`config.mk`:
```
export PLATFORM = sky130hd
export DESIGN_NAME = midi_note_arpeggiator
export DESIGN_NICKNAME = d
export VERILOG_FILES = /design/src/rtl/core/mna_pkg.sv /design/src/rtl/core/mna_rem.sv /design/src/rtl/core/mna_dpath.sv /design/src/rtl/core/mna_ctrl.sv /design/src/rtl/core/midi_note_arpeggiator.sv
export SDC_FILE = /design/constraint.sdc
export NUM_CORES = 1
export LEC_CHECK = 0
export BUFFER_PORTS_ARGS = -buffer_cell sky130_fd_sc_hd__buf_2
export CORE_AREA = 2 2 182 184
export DETAILED_ROUTE_END_ITERATION = 8
export DIE_AREA = 0 0 184 186
export PLACE_DENSITY = 0.77
export RECOVER_POWER = 50
export SYNTH_ARGS = -nofsm -noshare
export SYNTH_HDL_FRONTEND = slang
export SYNTH_SLANG_ARGS = --single-unit
```
`constraint.sdc`:
```
create_clock -name i_clk -period 6.3 [get_ports i_clk]
set_clock_uncertainty 0.05 [all_clocks]
set_input_delay 0.63 -clock i_clk [delete_from_list [all_inputs] [get_ports i_clk]]
set_output_delay 0.63 -clock i_clk [all_outputs]
set_load 0.02 [all_outputs]
```
`src/rtl/core/mna_pkg.sv`:
```
`default_nettype none
// ----------------------------------------------------------------------------
// mna_pkg
// Shared types and constants for the MIDI note arpeggiator.
// ----------------------------------------------------------------------------
package mna_pkg;

    localparam int NOTE_RANGE_DEF = 128;
    localparam int BLOCK_MAX_DEF  = 4096;

    localparam int NOTE_W = 7;
    localparam int VEL_W  = 7;
    localparam int NS_W   = 13;
    localparam int OFF_W  = 12;
    localparam int DUR_W  = 16;
    localparam int SUM_W  = 17;   // elapsed + clamped block length

    localparam logic [DUR_W-1:0] DUR_RESET = 16'd7200;
    localparam logic [VEL_W-1:0] VEL_ON    = 7'd127;
    localparam logic [VEL_W-1:0] VEL_OFF   = 7'd0;

    localparam logic [1:0] CMD_NOTE_ON  = 2'd0;
    localparam logic [1:0] CMD_NOTE_OFF = 2'd1;
    localparam logic [1:0] CMD_TICK     = 2'd2;

    typedef struct packed {
        logic [1:0]        cmd;
        logic [NOTE_W-1:0] note_number;
        logic [VEL_W-1:0]  velocity;
        logic [NS_W-1:0]   block_samples;
    } t_in_item;

    typedef struct packed {
        logic              is_note_on;
        logic [NOTE_W-1:0] out_note;
        logic [VEL_W-1:0]  out_velocity;
        logic [OFF_W-1:0]  sample_offset;
        logic              last_event;
    } t_out_item;

    // controller -> datapath
    typedef struct packed {
        logic held_set;
        logic held_clr;
        logic tick_load;
        logic emit_off;
        logic emit_on;
        logic div_start;
        logic div_sel_elap;   // 0: step index, 1: elapsed counter
        logic step_wr;
        logic scan_step;
        logic elap_wr;
    } t_dp_cmd;

    // datapath -> controller
    typedef struct packed {
        logic fire;
        logic snd_vld;
        logic have_notes;
        logic out_free;
        logic div_done;
        logic scan_found;
    } t_dp_sts;

endpackage
`default_nettype wire

```
`src/rtl/core/mna_rem.sv`:
```
`default_nettype none
// ----------------------------------------------------------------------------
// mna_rem
// Restoring remainder unit, one dividend bit per cycle, done pulse at end.
// ----------------------------------------------------------------------------
module mna_rem
    import mna_pkg::*;
(
    input  wire logic             i_clk,
    input  wire logic             i_rst_n,
    input  wire logic             i_start,
    input  wire logic [SUM_W-1:0] i_dividend,
    input  wire logic [DUR_W-1:0] i_divisor,
    output logic                  o_done,
    output logic [DUR_W-1:0]      o_rem
);

    localparam int CNT_W = $clog2(SUM_W);

    logic             r_busy;
    logic             r_done;
    logic [CNT_W-1:0] r_cnt;
    logic [SUM_W-1:0] r_q;
    logic [DUR_W-1:0] r_rem;
    logic [DUR_W-1:0] r_d;

    logic [DUR_W:0]   trial;
    logic [DUR_W-1:0] n_rem;

    always_comb begin
        trial = {r_rem, r_q[SUM_W-1]};
        if (trial >= {1'b0, r_d}) begin
            n_rem = DUR_W'(trial - {1'b0, r_d});
        end else begin
            n_rem = trial[DUR_W-1:0];
        end
    end

    always_ff @(posedge i_clk) begin
        if (!i_rst_n) begin
            r_busy <= 1'b0;
            r_done <= 1'b0;
            r_cnt  <= '0;
        end else begin
            r_done <= 1'b0;
            if (i_start) begin
                r_busy <= 1'b1;
                r_cnt  <= CNT_W'(SUM_W - 1);
            end else if (r_busy) begin
                r_cnt <= r_cnt - 1'b1;
                if (r_cnt == '0) begin
                    r_busy <= 1'b0;
                    r_done <= 1'b1;
                end
            end
        end
    end

    always_ff @(posedge i_clk) begin
        if (i_start) begin
            r_q   <= i_dividend;
            r_rem <= '0;
            r_d   <= i_divisor;
        end else if (r_busy) begin
            r_q   <= {r_q[SUM_W-2:0], 1'b0};
            r_rem <= n_rem;
        end
    end

    assign o_done = r_done;
    assign o_rem  = r_rem;

endmodule
`default_nettype wire

```
`src/rtl/core/mna_dpath.sv`:
```
`default_nettype none
// ----------------------------------------------------------------------------
// mna_dpath
// Held-note set, step/sounding state, tick arithmetic, note scan, output reg.
// ----------------------------------------------------------------------------
module mna_dpath
    import mna_pkg::*;
#(
    parameter int NOTE_RANGE = NOTE_RANGE_DEF,
    parameter int BLOCK_MAX  = BLOCK_MAX_DEF
)
(
    input  wire logic             i_clk,
    input  wire logic             i_rst_n,
    input  wire t_dp_cmd          i_cmd,
    output t_dp_sts               o_sts,
    input  wire t_in_item         i_in_item,
    input  wire logic             i_cfg_we,
    input  wire logic [DUR_W-1:0] i_cfg_data,
    input  wire logic             i_out_stall,
    output logic                  o_out_valid,
    output t_out_item             o_out_item
);

    localparam int NW = $clog2(NOTE_RANGE);
    localparam int CW = $clog2(NOTE_RANGE + 1);
    localparam logic [SUM_W-1:0] BLOCK_MAX_W = SUM_W'(BLOCK_MAX);

    logic [NOTE_RANGE-1:0] r_held;
    logic [CW-1:0]         r_count;
    logic [NW-1:0]         r_step;
    logic                  r_snd_vld;
    logic [NOTE_W-1:0]     r_snd_note;
    logic [DUR_W-1:0]      r_elapsed;
    logic [DUR_W-1:0]      r_dur;
    logic [DUR_W-1:0]      r_d;
    logic [SUM_W-1:0]      r_sum;
    logic                  r_fire;
    logic [OFF_W-1:0]      r_off;
    logic [NW-1:0]         r_idx;
    logic [NW-1:0]         r_seen;
    logic                  r_full;
    t_out_item             r_out;

    logic              in_range;
    logic [NW-1:0]     note_idx;
    logic              held_bit;
    logic [DUR_W-1:0]  d_eff;
    logic [NS_W-1:0]   ns_sat;
    logic [SUM_W-1:0]  sum;
    logic signed [17:0] off_a;
    logic signed [17:0] off_lim;
    logic signed [17:0] off_c;
    logic              scan_bit;
    logic              found;
    logic              out_free;
    logic              div_done;
    logic [DUR_W-1:0]  div_rem;
    logic [SUM_W-1:0]  div_dividend;
    logic [DUR_W-1:0]  div_divisor;

    assign in_range = {1'b0, i_in_item.note_number} < 8'(NOTE_RANGE);
    assign note_idx = i_in_item.note_number[NW-1:0];
    assign held_bit = r_held[note_idx];

    // tick arithmetic on the pre-tick counter
    always_comb begin
        d_eff = (r_dur == '0) ? DUR_W'(1) : r_dur;
        if ({4'b0, i_in_item.block_samples} > BLOCK_MAX_W) begin
            ns_sat = BLOCK_MAX_W[NS_W-1:0];
        end else begin
            ns_sat = i_in_item.block_samples;
        end
        sum     = {4'b0, ns_sat} + {1'b0, r_elapsed};
        off_a   = $signed({2'b0, d_eff}) - $signed({2'b0, r_elapsed});
        off_lim = $signed({5'b0, ns_sat}) - 18'sd1;
        off_c   = (off_a > off_lim) ? off_lim : off_a;
        if (off_c < 18'sd0) begin
            off_c = 18'sd0;
        end
    end

    assign scan_bit = r_held[r_idx];
    assign found    = scan_bit && (r_seen == r_step);
    assign out_free = !r_full || !i_out_stall;

    assign div_dividend = i_cmd.div_sel_elap ? r_sum : (SUM_W'(r_step) + SUM_W'(1));
    assign div_divisor  = i_cmd.div_sel_elap ? r_d   : DUR_W'(r_count);

    mna_rem u_rem (
        .i_clk      (i_clk),
        .i_rst_n    (i_rst_n),
        .i_start    (i_cmd.div_start),
        .i_dividend (div_dividend),
        .i_divisor  (div_divisor),
        .o_done     (div_done),
        .o_rem      (div_rem)
    );

    // control state
    always_ff @(posedge i_clk) begin
        if (!i_rst_n) begin
            r_held    <= '0;
            r_count   <= '0;
            r_step    <= '0;
            r_snd_vld <= 1'b0;
            r_snd_note <= '0;
            r_elapsed <= '0;
            r_dur     <= DUR_RESET;
            r_full    <= 1'b0;
        end else begin
            if (i_cfg_we) begin
                r_dur <= i_cfg_data;
            end
            if (i_cmd.held_set && in_range && !held_bit) begin
                r_held[note_idx] <= 1'b1;
                r_count          <= r_count + 1'b1;
            end
            if (i_cmd.held_clr && in_range && held_bit) begin
                r_held[note_idx] <= 1'b0;
                r_count          <= r_count - 1'b1;
            end
            if (i_cmd.step_wr) begin
                r_step <= div_rem[NW-1:0];
            end
            if (i_cmd.elap_wr) begin
                r_elapsed <= div_rem;
            end
            if (i_cmd.scan_step && found) begin
                r_snd_note <= NOTE_W'(r_idx);
            end
            if (i_cmd.emit_off) begin
                r_snd_vld <= 1'b0;
            end else if (i_cmd.emit_on) begin
                r_snd_vld <= 1'b1;
            end
            if (i_cmd.emit_off || i_cmd.emit_on) begin
                r_full <= 1'b1;
            end else if (r_full && !i_out_stall) begin
                r_full <= 1'b0;
            end
        end
    end

    // payload
    always_ff @(posedge i_clk) begin
        if (i_cmd.tick_load) begin
            r_d    <= d_eff;
            r_sum  <= sum;
            r_fire <= sum >= {1'b0, d_eff};
            r_off  <= off_c[OFF_W-1:0];
        end
        if (i_cmd.step_wr) begin
            r_idx  <= '0;
            r_seen <= '0;
        end else if (i_cmd.scan_step && !found) begin
            r_idx <= r_idx + 1'b1;
            if (scan_bit) begin
                r_seen <= r_seen + 1'b1;
            end
        end
        if (i_cmd.emit_off) begin
            r_out.is_note_on    <= 1'b0;
            r_out.out_note      <= r_snd_note;
            r_out.out_velocity  <= VEL_OFF;
            r_out.sample_offset <= r_off;
            r_out.last_event    <= (r_count == '0);
        end else if (i_cmd.emit_on) begin
            r_out.is_note_on    <= 1'b1;
            r_out.out_note      <= r_snd_note;
            r_out.out_velocity  <= VEL_ON;
            r_out.sample_offset <= r_off;
            r_out.last_event    <= 1'b1;
        end
    end

    assign o_sts.fire       = r_fire;
    assign o_sts.snd_vld    = r_snd_vld;
    assign o_sts.have_notes = (r_count != '0);
    assign o_sts.out_free   = out_free;
    assign o_sts.div_done   = div_done;
    assign o_sts.scan_found = found;

    assign o_out_valid = r_full;
    assign o_out_item  = r_out;

endmodule
`default_nettype wire

```
`src/rtl/core/mna_ctrl.sv`:
```
`default_nettype none
// ----------------------------------------------------------------------------
// mna_ctrl
// Sequencer: decodes an accepted item and walks a tick through its steps.
// ----------------------------------------------------------------------------
module mna_ctrl
    import mna_pkg::*;
(
    input  wire logic       i_clk,
    input  wire logic       i_rst_n,
    input  wire logic       i_in_valid,
    input  wire logic [1:0] i_cmd_code,
    input  wire logic       i_vel_zero,
    output logic            o_in_stall,
    input  wire t_dp_sts    i_sts,
    output t_dp_cmd         o_cmd
);

    typedef enum logic [7:0] {
        S_IDLE      = 8'b0000_0001,
        S_OFF       = 8'b0000_0010,
        S_STEP_GO   = 8'b0000_0100,
        S_STEP_WAIT = 8'b0000_1000,
        S_SCAN      = 8'b0001_0000,
        S_ON        = 8'b0010_0000,
        S_ELAP_GO   = 8'b0100_0000,
        S_ELAP_WAIT = 8'b1000_0000
    } t_state;

    t_state r_state;
    t_state n_state;
    logic   accept;

    assign o_in_stall = (r_state != S_IDLE);
    assign accept     = i_in_valid && (r_state == S_IDLE);

    always_comb begin
        n_state = r_state;
        o_cmd   = '0;
        unique case (r_state)
            S_IDLE: begin
                if (accept) begin
                    unique case (i_cmd_code)
                        CMD_NOTE_ON: begin
                            o_cmd.held_set = !i_vel_zero;
                            o_cmd.held_clr = i_vel_zero;
                        end
                        CMD_NOTE_OFF: o_cmd.held_clr = 1'b1;
                        CMD_TICK: begin
                            o_cmd.tick_load = 1'b1;
                            n_state         = S_OFF;
                        end
                        default: ;
                    endcase
                end
            end
            S_OFF: begin
                if (!i_sts.fire) begin
                    n_state = S_ELAP_GO;
                end else if (!i_sts.snd_vld || i_sts.out_free) begin
                    o_cmd.emit_off = i_sts.snd_vld;
                    n_state = i_sts.have_notes ? S_STEP_GO : S_ELAP_GO;
                end
            end
            S_STEP_GO: begin
                o_cmd.div_start = 1'b1;
                n_state         = S_STEP_WAIT;
            end
            S_STEP_WAIT: begin
                if (i_sts.div_done) begin
                    o_cmd.step_wr = 1'b1;
                    n_state       = S_SCAN;
                end
            end
            S_SCAN: begin
                o_cmd.scan_step = 1'b1;
                if (i_sts.scan_found) begin
                    n_state = S_ON;
                end
            end
            S_ON: begin
                if (i_sts.out_free) begin
                    o_cmd.emit_on = 1'b1;
                    n_state       = S_ELAP_GO;
                end
            end
            S_ELAP_GO: begin
                o_cmd.div_start    = 1'b1;
                o_cmd.div_sel_elap = 1'b1;
                n_state            = S_ELAP_WAIT;
            end
            S_ELAP_WAIT: begin
                o_cmd.div_sel_elap = 1'b1;
                if (i_sts.div_done) begin
                    o_cmd.elap_wr = 1'b1;
                    n_state       = S_IDLE;
                end
            end
            default: n_state = S_IDLE;
        endcase
    end

    always_ff @(posedge i_clk) begin
        if (!i_rst_n) begin
            r_state <= S_IDLE;
        end else begin
            r_state <= n_state;
        end
    end

endmodule
`default_nettype wire

```
`src/rtl/core/midi_note_arpeggiator.sv`:
```
`default_nettype none
// ----------------------------------------------------------------------------
// midi_note_arpeggiator
// Ascending-order arpeggiator over a set of held MIDI notes.
// ----------------------------------------------------------------------------
//  channel  direction  handshake                   payload
//  in       sink       i_in_valid / o_in_stall     i_in_item  (t_in_item)
//  out      source     o_out_valid / i_out_stall   o_out_item (t_out_item)
//  cfg      sink       i_cfg_we                    i_cfg_data (note duration)
//
//  Note commands update the held set without leaving the idle state.
//  A tick runs one remainder pass when no step fires, and when a step
//  fires with notes held, two passes and a one-note-per-cycle held-set scan.
//  Synchronous active-low reset clears note set, count, step and elapsed.
//  One item is in flight at a time; an output stall holds the sequencer only
//  when a new event must be loaded into the full output register.
// ----------------------------------------------------------------------------
module midi_note_arpeggiator
    import mna_pkg::*;
#(
    parameter int NOTE_RANGE = NOTE_RANGE_DEF,
    parameter int BLOCK_MAX  = BLOCK_MAX_DEF
)
(
    input  wire logic             i_clk,
    input  wire logic             i_rst_n,
    input  wire logic             i_in_valid,
    output logic                  o_in_stall,
    input  wire t_in_item         i_in_item,
    output logic                  o_out_valid,
    input  wire logic             i_out_stall,
    output t_out_item             o_out_item,
    input  wire logic             i_cfg_we,
    input  wire logic [DUR_W-1:0] i_cfg_data
);

    t_dp_cmd dp_cmd;
    t_dp_sts dp_sts;

    mna_ctrl u_ctrl (
        .i_clk      (i_clk),
        .i_rst_n    (i_rst_n),
        .i_in_valid (i_in_valid),
        .i_cmd_code (i_in_item.cmd),
        .i_vel_zero (i_in_item.velocity == '0),
        .o_in_stall (o_in_stall),
        .i_sts      (dp_sts),
        .o_cmd      (dp_cmd)
    );

    mna_dpath #(
        .NOTE_RANGE (NOTE_RANGE),
        .BLOCK_MAX  (BLOCK_MAX)
    ) u_dpath (
        .i_clk       (i_clk),
        .i_rst_n     (i_rst_n),
        .i_cmd       (dp_cmd),
        .o_sts       (dp_sts),
        .i_in_item   (i_in_item),
        .i_cfg_we    (i_cfg_we),
        .i_cfg_data  (i_cfg_data),
        .i_out_stall (i_out_stall),
        .o_out_valid (o_out_valid),
        .o_out_item  (o_out_item)
    );

    a_on_vel: assert property (@(posedge i_clk) disable iff (!i_rst_n)
        (o_out_valid && o_out_item.is_note_on) |-> (o_out_item.out_velocity == VEL_ON))
        else $error("note-on item without full velocity");

    a_off_vel: assert property (@(posedge i_clk) disable iff (!i_rst_n)
        (o_out_valid && !o_out_item.is_note_on) |-> (o_out_item.out_velocity == VEL_OFF))
        else $error("note-off item with nonzero velocity");

    a_tick_busy: assert property (@(posedge i_clk) disable iff (!i_rst_n)
        (i_in_valid && !o_in_stall && (i_in_item.cmd == CMD_TICK)) |=> o_in_stall)
        else $error("input not stalled after tick accepted");

endmodule
`default_nettype wire

```
# Yosys cells after proc, flatten, opt, wreduce, memory -nomap -nowiden
# Index checks and enable logic that the tools add are counted.
dict set report op_classes {
  n_reduce_logical 34
  bitwise 5
  addsub 10
  mux 55
  n_lt_le_gt_ge 8
  n_eq_ne 19
}
# cell count
set ops {}
lappend ops {{128-bit two-way mux} 3}
lappend ops {{128-bit AND} 1}
lappend ops {{128-bit NOT} 1}
lappend ops {{128-bit OR} 1}
lappend ops {{8-bit two-way mux} 11}
lappend ops {{8-bit one-hot mux with 8 select lines} 1}
lappend ops {{27-bit two-way mux} 2}
lappend ops {{17-bit two-way mux} 3}
lappend ops {{17-bit by 16-bit greater-or-equal comparator with 1-bit output} 2}
lappend ops {{16-bit two-way mux} 2}
lappend ops {{1-bit two-way mux} 22}
lappend ops {{18-bit > comparator} 1}
lappend ops {{18-bit by 1-bit less-than comparator with 1-bit output (second input constant)} 1}
lappend ops {{18-bit two-way mux} 1}
lappend ops {{13-bit by 16-bit adder with 17-bit output} 1}
lappend ops {{16-bit by 16-bit subtractor with 17-bit output} 1}
lappend ops {{16-bit logical NOT} 1}
lappend ops {{7-bit by 8-bit less-than comparator with 1-bit output (second input constant)} 2}
lappend ops {{16-bit subtractor} 1}
lappend ops {{7-bit by 1-bit adder with 7-bit output (second input constant)} 2}
lappend ops {{1-bit binary-select mux with 7-bit select} 2}
lappend ops {{13-bit by 1-bit subtractor with 14-bit output (second input constant)} 1}
lappend ops {{13-bit > comparator (second input constant)} 1}
lappend ops {{13-bit two-way mux} 1}
lappend ops {{39 further kinds} 66}
dict set report totals {
  input_bits 50
  out_inout_bits 30
  word_cells 159
  reg_bits 330
}

# Logic depth before layout (Yosys ltp)
# Gate-level depths: netlist (run 1).
dict set report depth {
  ltp_word 10
  ltp_mapped 22
  mapped_depth_nobuf 22
}

# Modules after synthesis
# From an unflattened synthesis (run 1), not the netlist that was laid out.
dict set report unflattened {
  cells_unflattened 1970
  hier_area_um2 19896.6
}
# mod seq_area_each_um2 n_inst cells_per_inst area_per_inst_um2
set by_module_without_submodules {}
lappend by_module_without_submodules {mna_dpath 5965.7 1 1585 16061.7}
lappend by_module_without_submodules {mna_rem 1451.4 1 299 3151.8}
lappend by_module_without_submodules {mna_ctrl 160.2 1 84 663.1}
lappend by_module_without_submodules {midi_note_arpeggiator 0.0 1 2 20.0}

# Worst setup path after synthesis (run 1)
# OpenSTA, ideal clock, no wires.
dict set report synth_path {
  path_type {input port to flip-flop}
  from {input port i_in_item[0] (netlist bit)}
  to {register u_dpath.r_off[10], data pin}
  stages 20
  required_ns 5.990
  path_slack_ns 1.413
  setup_ns 0.260
  path_buffers 1
  arrival_ns 4.577
  cell_sequence {or4_1 > nor3_2 > nand2_1 > nand2_1 > nand2_1 > ha_1 > o21ai_1 > nor2_1 > a31oi_1 > o21ai_0 > ha_1 > a21o_1 > a211oi_1 > nor2_1 > o211ai_1 > a21boi_0 > mux2_2 > o41ai_2 > buf_4 > mux2i_1}
}
dict set report synth_via {
  elab_chain_len 6
}
# item line_no
set synth_lines {}
lappend synth_lines {{from (decl)} midi_note_arpeggiator.sv:29} ;# input wire t_in_item i_in_item,
lappend synth_lines {{13-bit > comparator} mna_dpath.sv:69} ;# if ({4'b0, i_in_item.block_samples} > BLOCK_MAX_W) begin
lappend synth_lines {{13-bit two-way mux (*)} mna_dpath.sv:69}
lappend synth_lines {{13-bit by 1-bit subtractor with 14-bit output (*)} mna_dpath.sv:76} ;# off_lim = $signed({5'b0, ns_sat}) - 18'sd1;
lappend synth_lines {{18-bit > comparator} mna_dpath.sv:77} ;# off_c = (off_a > off_lim) ? off_lim : off_a;
lappend synth_lines {{18-bit two-way mux (*)} mna_dpath.sv:77}
lappend synth_lines {{18-bit by 1-bit less-than comparator with 1-bit output} mna_dpath.sv:78} ;# if (off_c < 18'sd0) begin
lappend synth_lines {{to (signal assigned)} mna_dpath.sv:151} ;# r_off <= off_c[OFF_W-1:0];
lappend synth_lines {{to (decl)} mna_dpath.sv:39} ;# logic [OFF_W-1:0] r_off;
# Every way passes the cells marked *; elsewhere a longest branch is shown, timed or not.
# A chain may end at the register's enable or synchronous reset.

# Final worst setup path (run 1)
dict set report layout_path {
  from {register u_dpath.r_dur[8]}
  to {register u_dpath.r_off[2], data pin}
}
dict set report layout_via {
  elab_chain_len 6
}
# item line_no
set layout_lines {}
lappend layout_lines {{from (decl)} mna_dpath.sv:35} ;# logic [DUR_W-1:0] r_dur;
lappend layout_lines {{from (signal assigned)} mna_dpath.sv:113} ;# r_dur <= i_cfg_data;
lappend layout_lines {{16-bit logical NOT} mna_dpath.sv:68} ;# d_eff = (r_dur == '0) ? DUR_W'(1) : r_dur;
lappend layout_lines {{16-bit two-way mux (*)} mna_dpath.sv:68}
lappend layout_lines {{16-bit by 16-bit subtractor with 17-bit output (*)} mna_dpath.sv:75} ;# off_a = $signed({2'b0, d_eff}) - $signed({2'b0, r_elapsed});
lappend layout_lines {{18-bit > comparator} mna_dpath.sv:77}
lappend layout_lines {{18-bit two-way mux (*)} mna_dpath.sv:77}
lappend layout_lines {{18-bit by 1-bit less-than comparator with 1-bit output} mna_dpath.sv:78}
# Marks and branches as above.

==> results of run 1 <==
==> critical path: cells and delay by family (launching register included) <==
family	cells	cell delay (ps)
compound gates	11	2510
fa+ha+maj	3	890
mux	2	520
flops	1	460
buf+inv	2	380
simple gates	2	170
xor+xnor	1	110
==> power by group <==
group          switching [mW]  total, mW  leakage [nW]  internal (mW)
combinational           0.321      0.512          4.45          0.191
clock                   0.877       2.05         0.557           1.18
sequential             0.0238       2.23          2.72           2.21
total                    1.22       4.80          7.73           3.57
==> through the flow <==
step           util, %  hold slack (ps)  std cells  cell area, sq um
2_1_floorplan        -              380       2006             19100
3_3_place_gp      60.9              393       2374             19600
3_5_place_dp      60.9              398       2374             19600
4_1_cts           64.5              272       2437             20800
5_1_grt           64.3              271       2437             20700
6_report          64.3              280       2438             20700
==> path summary, 6_finish.rpt <==
kind,cells past startpoint,from,slack [ps],end
max,21,u_dpath.r_dur[8],1050,u_dpath.r_off[2]
min,3,i_cfg_data[11],280,u_dpath.r_dur[11]
max reg2reg,21,u_dpath.r_dur[8],1050,u_dpath.r_off[2]
min reg2reg,2,u_dpath.r_snd_note[2],410,u_dpath.r_snd_note[2]
==> layout by cell type (no fill, tap or decap), drive strengths merged, types with 10 or more instances in the layout <==
cell	count
edfxtp	99
o311ai	131
a211oi	12
nor4	13
clkbuf	82
and2	18
xnor2	52
nand2	147
dfxtp	230
xor2	21
inv	95
buf	74
o221ai	12
o21a	16
or3	13
nand3	51
o211ai	12
mux4	38
nand2b	18
a22o	10
clkinv	12
a21o	15
mux2	20
mux2i	101
nand4	17
o21ai	187
nor2	115
and3	26
o21bai	12
nor3	28
ha	89
a21oi	91
nand3b	11
nor2b	33
==> routing by layer <==
metal	wire (um)	global-route usage [%]	part of all wire, %
met2	23600	46.8	43
met3	5910	6.10	11
met1	23500	46.1	43
met4	1770	11.4	3.2
met5	0	0	0
==> cell families after synthesis <==
kind of cell               after synthesis  synth area share, %
AOI/OAI and AO/OA                      577                 20.5
xor gates and xnor gates                73                 3.35
adders and majority gates               93                 6.25
buffers and inverters                  243                 5.26
DFF                                    329                 39.6
muxes                                  159                 10.9
and+or+nand+nor                        532                 14.0
==> cell type report <==
| cell class | count | area share [%] |
|---|---|---|
| Multi-Input combinational cell | 1434 | 51.0 |
| Sequential cell | 329 | 36.6 |
| Clock buffer | 46 | 4.68 |
| Timing Repair Buffer | 110 | 2.77 |
| Tap cell | 408 | 2.47 |
| Inverter | 93 | 1.69 |
| Clock inverter | 17 | 0.798 |
| Antenna cell | 1 | 0.0121 |
==> state kept, by name, indices dropped and copies added, names as in the netlist, 16 cells and up <==
register / cells
u_dpath.r_dur: 16
u_dpath.r_sum: 17
u_dpath.r_d: 16
u_dpath.u_rem.r_d: 16
u_dpath.r_elapsed: 16
u_dpath.r_held: 128
u_dpath.o_out_item: 21
u_dpath.u_rem.r_q: 17
u_dpath.u_rem.o_rem: 16
==> out/metrics.cfg, run 1 <==
[power]
p_per_area_nw_per_um2 = 232
ir_drop_mv = 0.176
leakage_nw = 7.73
power_mw = 4.80

[clocking]
cts_setup_buffers = 0
cts-root-buf = clkbuf_16
clk_latency_ps = 530
numCtsBuffers = 35
cts.repair.resized = 0
clk_pin_slew_ps = 60
cts.sinks = 329
cts_buffer_depth = 3
htreeDepth = 2
cts_tree = yes
hold_buffers = 0

[die]
die_area_sq_um = 34200
rows = 66
ioPinCount = 80
initial_core_util_pct = 59.3
core_area_sq_um = 32200
die_h_um = 186
chipWidth_um = 184

[synthesis]
synth_edf_count = 99
synth_area_sq_um = 19100
synth.largest_area_cell = dfxtp_1
netlist_instances = 2006
yosysTopAreaCellShare_pct = 24.1
synth-main-ff-cell = dfxtp_1
synth_most_common_cell = dfxtp_1
ys_top_cells_by_count = 230 x dfxtp_1, 147 x nand2_1, 113 x nor2_1
ys_warn_count = 0
syn_nets = 2149
synth_async_sr_flop_share_pct = 0
synth-seq-cells = 329
synth.avg_cell_area_sq_um = 9.53
synth.distinct_cells = 84
synth-seq-area-share_pct = 39.6
synthTopCellsByArea = dfxtp_1 24%, edfxtp_1 16%, ha_1 5.8%, mux2i_1 5.3%, mux4_2 4.5%

[drt]
vias = 16700
drc = 0
vias_per_cell = 6.85
drt_wl_total_mm = 54.8
route.antenna.remaining_nets = 0
drt-pass1-iter-count = 5
drt_iter0_markers = 1872
wl_per_cell_um = 22.5

[global_route]
grt_first_pass_wirelength_mm = 85.5
grt_max_degree = 118
overflow = 0
antenna_found_initial = 0
track_usage_pct = 31.6
grt_pass1_vias = 15600

[place]
port_buffers = 79
dpl.hpwl_mm = 37.3
gp_congestion = 0.925
preCtsSetupSlack_ps = 833

[setup_path]
path_class = reg -> reg
worstSetupStartpointType = register
arrival_ps = 5560
crit_fanout = 12
cpPeakStageDelay_ps = 460
crit_path_cell_trace = nor4_1 > a41oi_1 > ha_1 > inv_1 > fa_1 > a211oi_1 > o21ai_0 > a31oi_1 > o21bai_1 > a21oi_1 > xnor2_1 > ha_1 > a21o_1 > a211oi_1 > nor2_1 > o211ai_1 > a21boi_0 > mux2_2 > o41ai_2 > buf_4 > mux2i_1
worstPathRequired_ps = 6610
cp_slowest_cell = dfxtp_1
end_kind = register

[timing]
layout_min_cycle_time_ps = 5250
worst_pin_slew_ps = 2970
final-setup-viol-count = 0
final_max_slew_viol_count = 205
finalHoldViolCount = 0
relSlewSlack_pct = -98.1
layout_setup_ws_ps = 1050
rsz0062_at_grt = no
fin_tns_setup_ps = 0
max_freq_mhz = 190
finalCritPeriodShare_pct = 83.4

[final_layout]
area_growth_pct = 8.29
drive_gt1_share_pct = 10.5
nets = 2146
multi_input_area_sq_um = 10500
fill_cells = 2634
regArea_sq_um = 7580

[status]
outcome = finished with violations
violations = capacitance limit, slew limit

[job]
maxCapViolations = 4

[min_path]
hp-class = in -> reg

Note: power is estimated with default switching activity, not from simulation.
==> inputs of run 2 (changes only) <==
ABC_AREA = 1   (was default)
CORE_AREA = 2 2 189 191   (was 2 2 182 184)
DIE_AREA = 0 0 191 193   (was 0 0 184 186)
clock period = 4.65 ns   (was 6.3 ns; I/O delays follow)
==> run 2 against run 1 <==
  * The flow still finishes with violations (capacitance limit, slew limit)
  * First-iteration DRC count fell by 1.5%
  * Sequential power rose by 40%
  * Synthesized area rose by 2.3%
  * Power rose by 69%
  * Critical path depth rose by 10
  * Cell count rose by 36%
  * Utilization fell by 2.7 points
  * Via count rose by 13%
  * Die area rose by 7.7%
  * Clock power rose by 45%
  * Largest power group unchanged
==> out/metrics.cfg, run 2 <==
[status]
outcome = finished with violations
violations = capacitance limit, slew limit

[min_path]
hp-class = in -> reg

[setup_path]
cpPeakStageDelay_ps = 390
worstPathRequired_ps = 4890
worstSetupStartpointType = register
arrival_ps = 4630
crit_fanout = 8
critPathTopFamily = simple AND/OR/NAND/NOR gates
end_kind = register
crit_buf_inv = 5
path_class = reg -> reg
cp_slowest_cell = fa_2

[final_layout]
postLayoutCellArea_sq_um = 21500
final_cell_mix = 570 x nand2_1, 533 x nor2_1, 277 x inv_1, 273 x a21oi_1, 218 x dfxtp_1
mostFrequentLayoutCell = nand2_1
area_growth_pct = 10.0
fin_cells = 3314
drive_gt1_share_pct = 7.15
nets = 2967
largest_reg_flops = 128
fin_util_pct = 61.5
top_register = u_dpath.r_held
antenna_cells = 0

[synthesis]
synth.distinct_cells = 44
synth_async_sr_flop_share_pct = 0
synthTopCellsByArea = dfxtp_1 24%, edfxtp_1 15%, nand2_1 11%, nor2_1 10%, a21oi_1 7.1%
synth-main-ff-cell = dfxtp_1
ys_warn_count = 0
synth_area_sq_um = 19600
syn_nets = 2944
netlist_instances = 2801
synth_most_common_cell = nand2_1
synth.largest_area_cell = dfxtp_1
synth_edf_count = 99
synth-seq-area-share_pct = 38.7
yosysTopAreaCellShare_pct = 23.5
ys_top_cells_by_count = 580 x nand2_1, 536 x nor2_1, 279 x inv_1
synth-seq-cells = 329
synth.avg_cell_area_sq_um = 6.98

[drt]
route.antenna.remaining_nets = 0
vias = 18900
drt_iter0_markers = 1844
vias_per_cell = 5.70
drt_wl_total_mm = 55.7
drt-pass1-iter-count = 5
drc = 0
wl_per_cell_um = 16.8

[timing]
fin_tns_setup_ps = 0
layout_setup_ws_ps = 262
final_max_slew_viol_count = 283
relSlewSlack_pct = -50.0
worst_pin_slew_ps = 2250
finalHoldViolCount = 0
final-setup-viol-count = 0
max_freq_mhz = 228
finalCritPeriodShare_pct = 94.4
hold_ws_ps = 99.6
layout_min_cycle_time_ps = 4390

[clocking]
clk_latency_ps = 550
htreeDepth = 2
cts.sinks = 329
hold_buffers = 0
cts_tree = yes
cts-root-buf = clkbuf_16
clk_pin_slew_ps = 60
numCtsBuffers = 38
cts_buffer_depth = 3

[job]
maxCapViolations = 5

[power]
power_mw = 8.09
ir_drop_mv = 0.291
leakage_nw = 9.52
p_per_area_nw_per_um2 = 376

[global_route]
grt_pass1_vias = 17800
antenna_found_initial = 0
grt_first_pass_wirelength_mm = 88.3
track_usage_pct = 29.8
grt_max_degree = 129
overflow = 0

[place]
gp_congestion = 0.968
port_buffers = 79
dp_cells = 3240
dpl_cell_area_sq_um = 20200
dpl.hpwl_mm = 38.4
preCtsSetupSlack_ps = -172

[die]
die_h_um = 193
core_area_sq_um = 35000
rows = 69
initial_core_util_pct = 55.9
ioPinCount = 80
die_area_sq_um = 36900
chipWidth_um = 191

## run 2: area by class of cell
type                    instances  area, sq um
fillers                      3126        13400
well taps                     461          577
flip-flops and latches        329         7590
clock inverters                15          183
multi-input cells            2036        10300
clock buffers                  54         1030
repair buffers                129          769
inverters                     290         1090
## run 2: timing repair
| action | in CTS | in global routing |
|---|---|---|
| endpoints found under the setup margin | 12 | 13 |
| hold endpoints to repair | 0 | 0 |
| gates cloned | 0 | 0 |
| pin swaps | 0 | 9 |
| setup buffers | 0 | 5 |
| resized for setup | 2 | 43 |
## run 2: power breakdown
group / internal (mW) / switching [mW]
sequential: 3.04 / 0.0782
clock: 1.73 / 1.24
combinational: 0.643 / 1.35
total: 5.42 / 2.67
## run 2: kinds of logic after synthesis
kind of cell / Yosys count / share of synthesized area [%]
AOI/OAI and AO/OA: 568 / 15.9
xor gates and xnor gates: 71 / 3.18
adders and majority gates: 93 / 6.10
buffers and inverters: 436 / 9.16
DFF: 329 / 38.7
and+or+nand+nor: 1304 / 26.9
## run 2: path summary, 6_finish.rpt
kind	from	end	slack (ps)	cells after the start
max reg2reg	u_dpath.r_dur[6]	u_dpath.r_off[2]	260	31
max	u_dpath.r_dur[6]	u_dpath.r_off[2]	260	31
min reg2reg	u_dpath.r_dur[7]	u_dpath.r_d[7]	400	0
min	i_cfg_data[12]	u_dpath.r_dur[12]	100	3
## run 2: routing by layer
layer	global-route usage (%)	up-vias	part of all wire [%]
li1	-	9216	-
met4	14.9	0	4.6
met2	52.0	768	48
met5	0	-	0
met3	3.67	159	6.3
met1	36.3	8757	41
## run 2: worst reg2reg max path: cells and delay by family (launching register included)
family	cells	cell delay (ps)
buffers and inverters	5	420
DFF	1	370
and+or+nand+nor	16	1550
xor gates and xnor gates	1	130
AOI/OAI and AO/OA	6	770
adders and majority gates	3	870
